File: config.mk
export PLATFORM = sky130hd
export DESIGN_NAME = bfsp_front
export DESIGN_NICKNAME = d
export VERILOG_FILES = /design/src/sv/bfsp_pkg.sv /design/src/sv/bfsp_front.sv
export SDC_FILE = /design/constraint.sdc
export NUM_CORES = 1
export LEC_CHECK = 0
export BUFFER_PORTS_ARGS = -buffer_cell sky130_fd_sc_hd__clkbuf_2
export CAP_MARGIN = 15
export CORE_ASPECT_RATIO = 1.75
export CORE_UTILIZATION = 52
export DETAILED_ROUTE_END_ITERATION = 10
export MAX_ROUTING_LAYER = met4
export PLACE_DENSITY = 0.89
export SYNTH_ARGS = -nofsm -noshare
export SYNTH_HDL_FRONTEND = slang
export SYNTH_SLANG_ARGS = --single-unit
File: constraint.sdc
create_clock -name clk_i -period 3.2 [get_ports clk_i]
set_clock_uncertainty 0.05 [all_clocks]
set_input_delay 0.64 -clock clk_i [delete_from_list [all_inputs] [get_ports clk_i]]
set_output_delay 0.64 -clock clk_i [all_outputs]
set_load 0.1 [all_outputs]
File: src/sv/bfsp_pkg.sv
// Shared types and constants for the Bellman-Ford shortest path block.
`default_nettype none
package bfsp_pkg;

  localparam int MAX_VERTICES = 64;
  localparam int MAX_EDGES    = 256;
  localparam int WEIGHT_BITS  = 16;

  localparam int VERT_AW  = $clog2(MAX_VERTICES);
  localparam int EDGE_AW  = $clog2(MAX_EDGES);
  localparam int COUNT_W  = 7;
  localparam int TOTAL_W  = EDGE_AW + 1;

  typedef enum logic [1:0] {
    CMD_LOAD   = 2'd0,
    CMD_SOLVE  = 2'd1,
    CMD_CLEAR  = 2'd2,
    CMD_UNUSED = 2'd3
  } cmd_e;

  typedef struct packed {
    cmd_e                    mode;
    logic [VERT_AW-1:0]      edge_from;
    logic [VERT_AW-1:0]      edge_to;
    logic [WEIGHT_BITS-1:0]  edge_weight;
    logic [VERT_AW-1:0]      start_vertex;
  } cmd_t;

  typedef struct packed {
    logic [VERT_AW-1:0]      from;
    logic [VERT_AW-1:0]      to;
    logic [WEIGHT_BITS-1:0]  weight;
  } edge_t;

  typedef struct packed {
    logic                    reach;
    logic                    pred_valid;
    logic [VERT_AW-1:0]      pred;
    logic [31:0]             distance;
  } vert_t;

endpackage
`default_nettype wire

File: src/sv/bfsp_front.sv
// Input side: accepts items, drops unused modes and queues commands.
`default_nettype none
module bfsp_front
  import bfsp_pkg::*;
(
  input  wire logic                   clk_i,
  input  wire logic                   rst_ni,
  input  wire logic                   push_i,
  output logic                        full_o,
  input  wire logic [1:0]             mode_i,
  input  wire logic [VERT_AW-1:0]     edge_from_i,
  input  wire logic [VERT_AW-1:0]     edge_to_i,
  input  wire logic [WEIGHT_BITS-1:0] edge_weight_i,
  input  wire logic [VERT_AW-1:0]     start_vertex_i,
  output logic                        cmd_valid_o,
  output cmd_t                        cmd_o,
  input  wire logic                   cmd_pop_i
);

  cmd_t       slots_q [2];
  logic       wr_ptr_q, rd_ptr_q;
  logic [1:0] count_q;
  logic       accept, keep, take;

  assign full_o      = (count_q == 2'd2);
  assign accept      = push_i && !full_o;
  // Mode three carries no work and is dropped here.
  assign keep        = accept && (mode_i != CMD_UNUSED);
  assign cmd_valid_o = (count_q != 2'd0);
  assign take        = cmd_pop_i && cmd_valid_o;
  assign cmd_o       = slots_q[rd_ptr_q];

  // Queue storage.
  always_ff @(posedge clk_i) begin
    if (keep) begin
      slots_q[wr_ptr_q] <= '{mode: cmd_e'(mode_i), edge_from: edge_from_i,
                             edge_to: edge_to_i, edge_weight: edge_weight_i,
                             start_vertex: start_vertex_i};
    end
  end

  // Queue pointers and fill level.
  always_ff @(posedge clk_i or negedge rst_ni) begin
    if (!rst_ni) begin
      wr_ptr_q <= 1'b0;
      rd_ptr_q <= 1'b0;
      count_q  <= 2'd0;
    end else begin
      if (keep) wr_ptr_q <= ~wr_ptr_q;
      if (take) rd_ptr_q <= ~rd_ptr_q;
      if (keep && !take) count_q <= count_q + 2'd1;
      else if (!keep && take) count_q <= count_q - 2'd1;
    end
  end

endmodule
`default_nettype wire

; ---- After elaboration in Yosys (flattened, before gate mapping)
; Memory sizes are Yosys's and may differ from the RTL's.
; Index checks and enable logic that the tools add are counted.
[word_totals]
romBits = 0
latch_bits = 0
memories = 1
ram_bits = 72
reg_bits = 4
input_bits = 40
word_cells = 24
[mem_list]
columns = memory, words, width, rd, rd_clocked_by_memory_dff, write_ports, line_no
row1 = slots_q, 2, 36, 1, 0, 1, bfsp_front.sv:20  ; cmd_t slots_q [2];
[op_classes]
shift = 0
addsub = 2
bitwise = 2
n_reduce_logical = 10
n_mux = 4
multipliers = 0
magnitude_cmp = 0
eq_ne = 2
div = 0
[ops]
columns = operator, n
row1 = 1-bit logical AND, 5
row2 = 2-bit 2-to-1 mux, 2
row3 = 2-bit nonzero test, 2
row4 = 1-bit zero test, 3
row5 = 2-bit by 1-bit adder with 2-bit output (second input constant), 1
row6 = 2-bit == test (second input constant), 1
row7 = 1-bit 2-to-1 mux, 2
row8 = 2-bit != test (second input constant), 1
row9 = 1-bit NOT, 2
row10 = 2-bit by 1-bit subtractor with 2-bit output (second input constant), 1

; ---- Longest topological paths before layout
; Gate-level depths: netlist of the first run.
[logic_depth]
word_depth = 8
depth_mapped = 7
mapped_depth_nobuf = 7

; ---- Least setup slack after synthesis of the first run
; Ideal clock, no wire load.
[synth_path]
path_kind = reg-to-reg
start = register count_q[1]
end = memory slots_q[0][0] in the netlist's numbering (enable)
setup_time_ns = 0.429
required_time_ns = 2.721
arrival_ns = 2.493
path_buffers = 0
path_stages_with_launch = 4
period_less_slack_ns = 2.972
path_slack_ns = 0.228
path_cell_list = dfrtp_1 > nor2b_2 > nand3b_4 > nor2_1
[synth_via]
elab_chain_len = 6
[synth_rtl]
columns = item, line_no
row1 = start: declaration, bfsp_front.sv:22  ; logic [1:0] count_q;
row2 = start signal: assignment, bfsp_front.sv:51  ; if (keep && !take) count_q <= count_q + 2'd1;
row3 = start signal: assignment, bfsp_front.sv:52  ; else if (!keep && take) count_q <= count_q - 2'd1;
row4 = 2-bit == test, bfsp_front.sv:25  ; assign full_o = (count_q == 2'd2);
row5 = net full_o, bfsp_front.sv:9  ; output logic full_o,
row6 = 1-bit zero test, bfsp_front.sv:26  ; assign accept = push_i && !full_o;
row7 = 1-bit logical AND, bfsp_front.sv:26
row8 = 1-bit logical AND, bfsp_front.sv:28  ; assign keep = accept && (mode_i != CMD_UNUSED);
row9 = 1-bit 2-to-1 mux, bfsp_front.sv:35  ; if (keep) begin
row10 = 1-bit 2-to-1 mux (not written as such), bfsp_front.sv:36  ; slots_q[wr_ptr_q] <= '{mode: cmd_e'(mode_i), edge_from: edge_from_i,
row11 = end: declaration, bfsp_front.sv:20
; The timed path passes the listed nets, and every way through them passes these cells.

==> metrics.md, run 1 <==
| Metric | Value |
|---|---|
| Outcome | complete, no violations |
| Syn nets | 173 |
| Initial DRC Count | 49 |
| Port bufs | 77 |
| Starting density of the core | 53.6% |
| Core area | 5540 um2 |
| Clock buffer count from CTS | 9 |
| Fin crit period | 2720 ps |
| Initial antenna violation count | 0 |
| Longest Clk Path Bufs | 2 |
| Clock Tree Root | clkbuf_8 |
| Mapped Cells | 132 |
| Antenna-violating nets left | 0 |
| Setup CP Type | flop to output pin |
| First-pass DRT Iterations | 4 |
| H-tree depth | 3 |
| Vias in the first global route | 1428 |
| F_max | 368 MHz |
| Cell taking the most area after synthesis | edfxtp_1 |
| Slew margin rel. | 61.5% |
| Sequential fraction of the synthesis area | 76.2% |
| Die area | 6030 um2 |
| Die X | 59.1 um |
| RSZ-0062 raised after global routing | false |
| CP Capture Type | output pin |
| Gp weighted congestion | 0.662 |
| Yosys cell types | 15 |
| Cts hold-fix bufs | 0 |
| Count of final hold-check violations | 0 |
| Min-delay worst type | input port to asynchronous set/reset pin |
| GRT Total Usage | 17.7% |
| Mapped cell area | 2970 um2 |
| Nets | 260 |
| Post-CTS Setup Bufs | 0 |
| Placed wire-length estimate | 3.29 mm |
| Via Count | 1423 |
| Number of fill cells | 402 |
| Startpoint types | flop |
| Clock latency at the later pin of the worst-skew pair | 340 ps |
| Post-cts sizing count | 0 |
| # IOs | 78 |
| Ant. Diodes | 0 |
| Max-slew violation count | 0 |
| Clock sinks | 76 |
| Global route overflow | 0 |
| CTS tree | built |
| Max Cap Violations | 0 |
| Die Y | 102 um |
| # rows | 36 |
| Synth top area share | 72.8% |
| WL/cell | 15.3 um |
| Post-Syn Area per Cell | 22.5 um2 |
| Layout cell share with drive strength beyond 1 | 59.4% |
| Warnings, synthesis | 0 |
| First-pass GRT wire length | 6.93 mm |
| Worst-path clk slew | 70 ps |
| Final setup violation count | 0 |
| Setup_tns | 0 ps |
| Detailed-route wire length | 4.60 mm |
| Synth area leaders | edfxtp_1 (73%), mux2_4 (15%), dfrtp_1 (3.4%) |
| Synthesized flop and latch total | 76 |
| Max FO, Critical Path | 21 |
| Number of remaining DRC errors | 0 |
| Via density per instance | 4.74 |
| Worst-margin pin slew | 580 ps |
| Critical path arrival | 2030 ps |
| Final Cycle Share | 85.0% |
| CP Data Required Time | 2510 ps |
| Largest net degree at the start of global routing | 22 |
| Syn-to-layout area delta | 21.5% |
[sequential cells by signal, indices dropped and copies added, names as in the netlist]
name and flops:
count_q 2, rd_ptr_q 1, wr_ptr_q 1, slots_q 72
[stage by stage]
step	instances	cell area [um2]	utilization, %	setup slack, ps	hold WS [ps]
6_report	300	3610	65.1	480	45.2
5_1_grt	300	3610	65.1	392	25.2
4_1_cts	300	3610	65.1	441	23.5
3_5_place_dp	284	3450	62.3	834	405
3_3_place_gp	284	3450	62.3	849	403
2_1_floorplan	132	2970	-	228	294
[worst max-delay path, cell delays in order, from the launching register on]
cell and delay, ps:
dfrtp_2 690, buf_12 260, mux2_2 360, clkbuf_2 370
[metal layers]
metal  wire length [um]  GRT usage, %  vias to the layer above
li1                   -             -                      684
met4                119          12.3                        0
met2               2570          28.1                       39
met1               1690          18.0                      692
met3                212          5.95                        8
met5                  0             -                        -
[cells by family (layout without fill, tap and decap cells)]
kind of cell / count (synthesis) / count (layout) / synth area share [%]
multiplexers: 36 / 36 / 17.3
flip-flops: 76 / 76 / 76.2
XOR/XNOR: 5 / 5 / 1.48
adder cells (fa/ha/maj): 1 / 1 / 0.422
AND/OR/NAND/NOR: 8 / 8 / 1.90
buffers and inverters: 6 / 98 / 2.66
[final cells by class]
class,count,area [um2],area share (%)
Clock buffer,13,139,3.85
Clock inverter,3,13.8,0.382
Inverter,2,7.51,0.208
Multi-Input combinational cell,50,642,17.8
Sequential cell,76,2260,62.8
Tap cell,76,95.1,2.64
Timing Repair Buffer,80,445,12.4
[cells in the final DEF, fill, tap and decap left out, types with 2 or more instances in the layout]
cell,n
mux2_2,7
buf_12,3
dfrtp_1,3
clkbuf_1,4
xnor2_1,3
clkbuf_8,9
inv_1,2
clkbuf_2,77
mux2_4,29
nor2_4,2
nand2_1,2
clkinv_2,2
xor2_1,2
edfxtp_1,72
[synth_stat cells]
| master | instances |
|---|---|
| ha_1 | 1 |
| mux2_4 | 29 |
| nand3b_4 | 1 |
| edfxtp_1 | 72 |
| xor2_1 | 2 |
| or2_4 | 1 |
| xnor2_1 | 3 |
| mux2_2 | 7 |
| inv_1 | 2 |
| buf_12 | 3 |
| buf_6 | 1 |
| nor2_1 | 3 |
| dfrtp_1 | 4 |
| nor2b_2 | 1 |
| nand2_1 | 2 |
[worst paths after layout]
path / slack [ps] / endpoint / start / cells past startpoint
worst max register to register: 1380 / slots_q[1][0]$_DFFE_PP_ / count_q[1]$_DFFE_PN0P_ / 4
worst min-delay path: 50 / count_q[0]$_DFFE_PN0P_ / rst_ni / 1
max in group asynchronous: 2920 / rd_ptr_q$_DFFE_PN0P_ / rst_ni / 1
worst min register to register: 450 / count_q[1]$_DFFE_PN0P_ / count_q[1]$_DFFE_PN0P_ / 1
min in group clk_i: 440 / slots_q[0][33]$_DFFE_PP_ / edge_from_i[5] / 1
worst max-delay path: 480 / cmd_o[32] / rd_ptr_q$_DFFE_PN0P_ / 3
Power of run 1 is left out: the tool's default activity adds up to more than one toggle a clock period on the data nets, which glitch-free logic cannot reach.
==> run 2, diff against run 1 <==
--- a/config.mk
+++ b/config.mk
@@ -9,6 +9,7 @@
 export CAP_MARGIN = 15
 export CORE_ASPECT_RATIO = 1.75
 export CORE_UTILIZATION = 52
+export CTS_CLUSTER_SIZE = 10
 export DETAILED_ROUTE_END_ITERATION = 10
 export MAX_ROUTING_LAYER = met4
 export PLACE_DENSITY = 0.89
==> constraint.sdc (replaced) <==
create_clock -name clk_i -period 3 [get_ports clk_i]
set_clock_uncertainty 0.05 [all_clocks]
set_input_delay 0.6 -clock clk_i [delete_from_list [all_inputs] [get_ports clk_i]]
set_output_delay 0.6 -clock clk_i [all_outputs]
set_load 0.1 [all_outputs]
==> run 2 against run 1 <==
  * Via count increased by 0.14%
  * Sequential share of layout area decreased by 0.15 points
  * Hold slack improved by 350 ps
  * Die area unchanged
  * Wire length decreased by 0.72%
  * First-iteration DRC count decreased by 20%
  * Setup slack got worse by 110 ps
==> metrics.md, run 2 (synthesized netlist as in run 1, its figures left out) <==
| Metric | Value |
|---|---|
| First-pass DRT Iterations | 4 (unchanged) |
| Clock buffer count from CTS | 9 (unchanged) |
| Largest net degree at the start of global routing | 37 (was 22) |
| End of the critical path | cmd_o[32] (unchanged) |
| Initial antenna violation count | 0 (unchanged) |
| Setup CP Type | flop to output pin (unchanged) |
| Nets | 262 (was 260) |
| Slew margin rel. | 61.6% (was 61.5%) |
| Detailed-route wire length | 4.56 mm (was 4.60 mm) |
| Critical path arrival | 1980 ps (was 2030 ps) |
| Commonest non-fill, non-tap cells in the layout | clkbuf_2 (77), edfxtp_1 (72), mux2_4 (29) (unchanged) |
| Number of remaining DRC errors | 0 (unchanged) |
| Footprint of the multi-input gates | 642 um2 (unchanged) |
| Final setup violation count | 0 (unchanged) |
| First-pass GRT wire length | 6.92 mm (was 6.93 mm) |
| F_max | 380 MHz |
| Number of flip-flops under the largest register name | 72 (unchanged) |
| Max stage delay on crit path | 670 ps (was 690 ps) |
| Max FO, Critical Path | 17 (was 21) |
| Clock Tree Root | clkbuf_8 (unchanged) |
| Biggest register | slots_q (unchanged) |
| Via Count | 1425 (was 1423) |
| Core area | 5540 um2 (unchanged) |
| Syn-to-layout area delta | 21.8% (was 21.5%) |
| Worst-margin pin slew | 578 ps (was 580 ps) |
| CTS tree | built (unchanged) |
| Crit path from | rd_ptr_q$_DFFE_PN0P_ (unchanged) |
| Placed wire-length estimate | 3.20 mm (was 3.29 mm) |
| Max-slew violation count | 0 (unchanged) |
| Post-cts sizing count | 0 (unchanged) |
| Die area | 6030 um2 (unchanged) |
| Starting density of the core | 53.6% (unchanged) |
| R2r worst-path depth | 4 (unchanged) |
| Largest regs | slots_q (72), count_q (2) (unchanged) |
| Post-CTS Setup Bufs | 0 (unchanged) |
| CP Cell Sequence | buf_4 -> mux2_2 -> clkbuf_2 (was buf_12 -> mux2_2 -> clkbuf_2) |
| Die Y | 102 um (unchanged) |
| Global route overflow | 0 (unchanged) |
| CP max-delay cell | dfrtp_2 (unchanged) |
| Reg2reg start | count_q[1]$_DFFE_PN0P_ (unchanged) |
| Fin crit period | 2630 ps |
| Reg area | 2260 um2 (unchanged) |
| Reg2Reg Setup Slack | 1250 ps (was 1380 ps) |
| Initial DRC Count | 39 (was 49) |
| Clock sinks | 76 (unchanged) |
| R2R Path End | slots_q[0][10]$_DFFE_PP_ (was slots_q[1][0]$_DFFE_PP_) |
| Worst-path clk slew | 70 ps (about the same) |
| Startpoint types | flop (unchanged) |
| Outcome | complete, no violations (unchanged) |
| Longest Clk Path Bufs | 2 (unchanged) |
| Antenna-violating nets left | 0 (unchanged) |
| Commonest non-fill, non-tap cell in the layout | clkbuf_2 (unchanged) |
| CP Data Required Time | 2350 ps (was 2510 ps) |
| Clock latency at the later pin of the worst-skew pair | 330 ps (was 340 ps) |
| Gp weighted congestion | 0.728 (was 0.662) |
| H-tree depth | 3 (unchanged) |
| WL/cell | 15.2 um (was 15.3 um) |
| Port bufs | 77 (unchanged) |
| Layout cell share with drive strength beyond 1 | 59.4% (unchanged) |
| Via density per instance | 4.75 (was 4.74) |
| CP Capture Type | output pin (unchanged) |
| RSZ-0062 raised after global routing | false (unchanged) |
| GRT Total Usage | 17.3% (was 17.7%) |
| # rows | 36 (unchanged) |
| Max Cap Violations | 0 (unchanged) |
| Ant. Diodes | 0 (unchanged) |
| Die X | 59.1 um (unchanged) |
| Count of final hold-check violations | 0 (unchanged) |
| Final Cycle Share | 87.7% |
| Min-delay worst type | input port to flop (was input port to asynchronous set/reset pin) |
| Setup_tns | 0 ps (unchanged) |
| Vias in the first global route | 1435 (was 1428) |
| # IOs | 78 (unchanged) |
| Number of fill cells | 420 (was 402) |
## run 2: cell count changes in the layout (fill, tap and decap cells not counted), sizes merged
cell         previous run  this run
clkbuf                 90        86
dlygate4sd3             0         1
clkinv                  3         4
buf                     3         4
bufinv                  0         1
## run 2: how the worst min path moves through the flow
stage / startpoint / end / slack [ps] / cells after the start
after CTS: edge_from_i[2] / slots_q[1][30]$_DFFE_PP_ / 380 / 1
final: edge_to_i[4] / slots_q[1][26]$_DFFE_PP_ / 400 / 1
after floorplan: rst_ni / count_q[0]$_DFFE_PN0P_ / 250 / 0
after global routing: edge_weight_i[9] / slots_q[1][15]$_DFFE_PP_ / 380 / 1
after detailed placement: rst_ni / count_q[1]$_DFFE_PN0P_ / 370 / 1
after global placement: rst_ni / count_q[1]$_DFFE_PN0P_ / 370 / 1
## run 2: per-stage QoR
stage          util (%)  hold WS [ps]  area (um2)  worst slack [ps]  cells
4_1_cts            65.2           381        3610               326    300
2_1_floorplan         -           254        2970              28.0    132
5_1_grt            65.2           380        3610               263    300
3_5_place_dp       62.0           369        3440               700    285
6_report           65.2           400        3610               370    300
3_3_place_gp       62.0           367        3440               729    285
## run 2: layout make-up
cell class,instances,area share (%)
sequential,76,62.6
multi-input combinational,50,17.8
timing repair buffer,82,12.1
clock buffer,9,3.43
tap,76,2.63
clock inverter,5,1.25
inverter,2,0.208
## run 2: per-layer routing
metal | global-route usage [%] | up-vias | part of all wire, %
met5 | - | - | 0
met4 | 9.52 | 0 | 2.9
met3 | 6.46 | 9 | 4.4
met2 | 28.7 | 45 | 57
met1 | 17.3 | 683 | 35
li1 | - | 688 | -
## run 2: worst max-delay path, delay by kind of cell, from the launching register on
kind / cells / cell delay [ps]
buf+inv: 2 / 630
mux: 1 / 340
flops: 1 / 670
## run 2: what timing repair did
| action | in CTS | in global routing |
|---|---|---|
| hold buffers | 1 | 0 |
| endpoints found under the hold margin | 4 | 0 |
| endpoints found under the setup margin | 0 | 0 |
Power of run 2 is left out for the same reason.
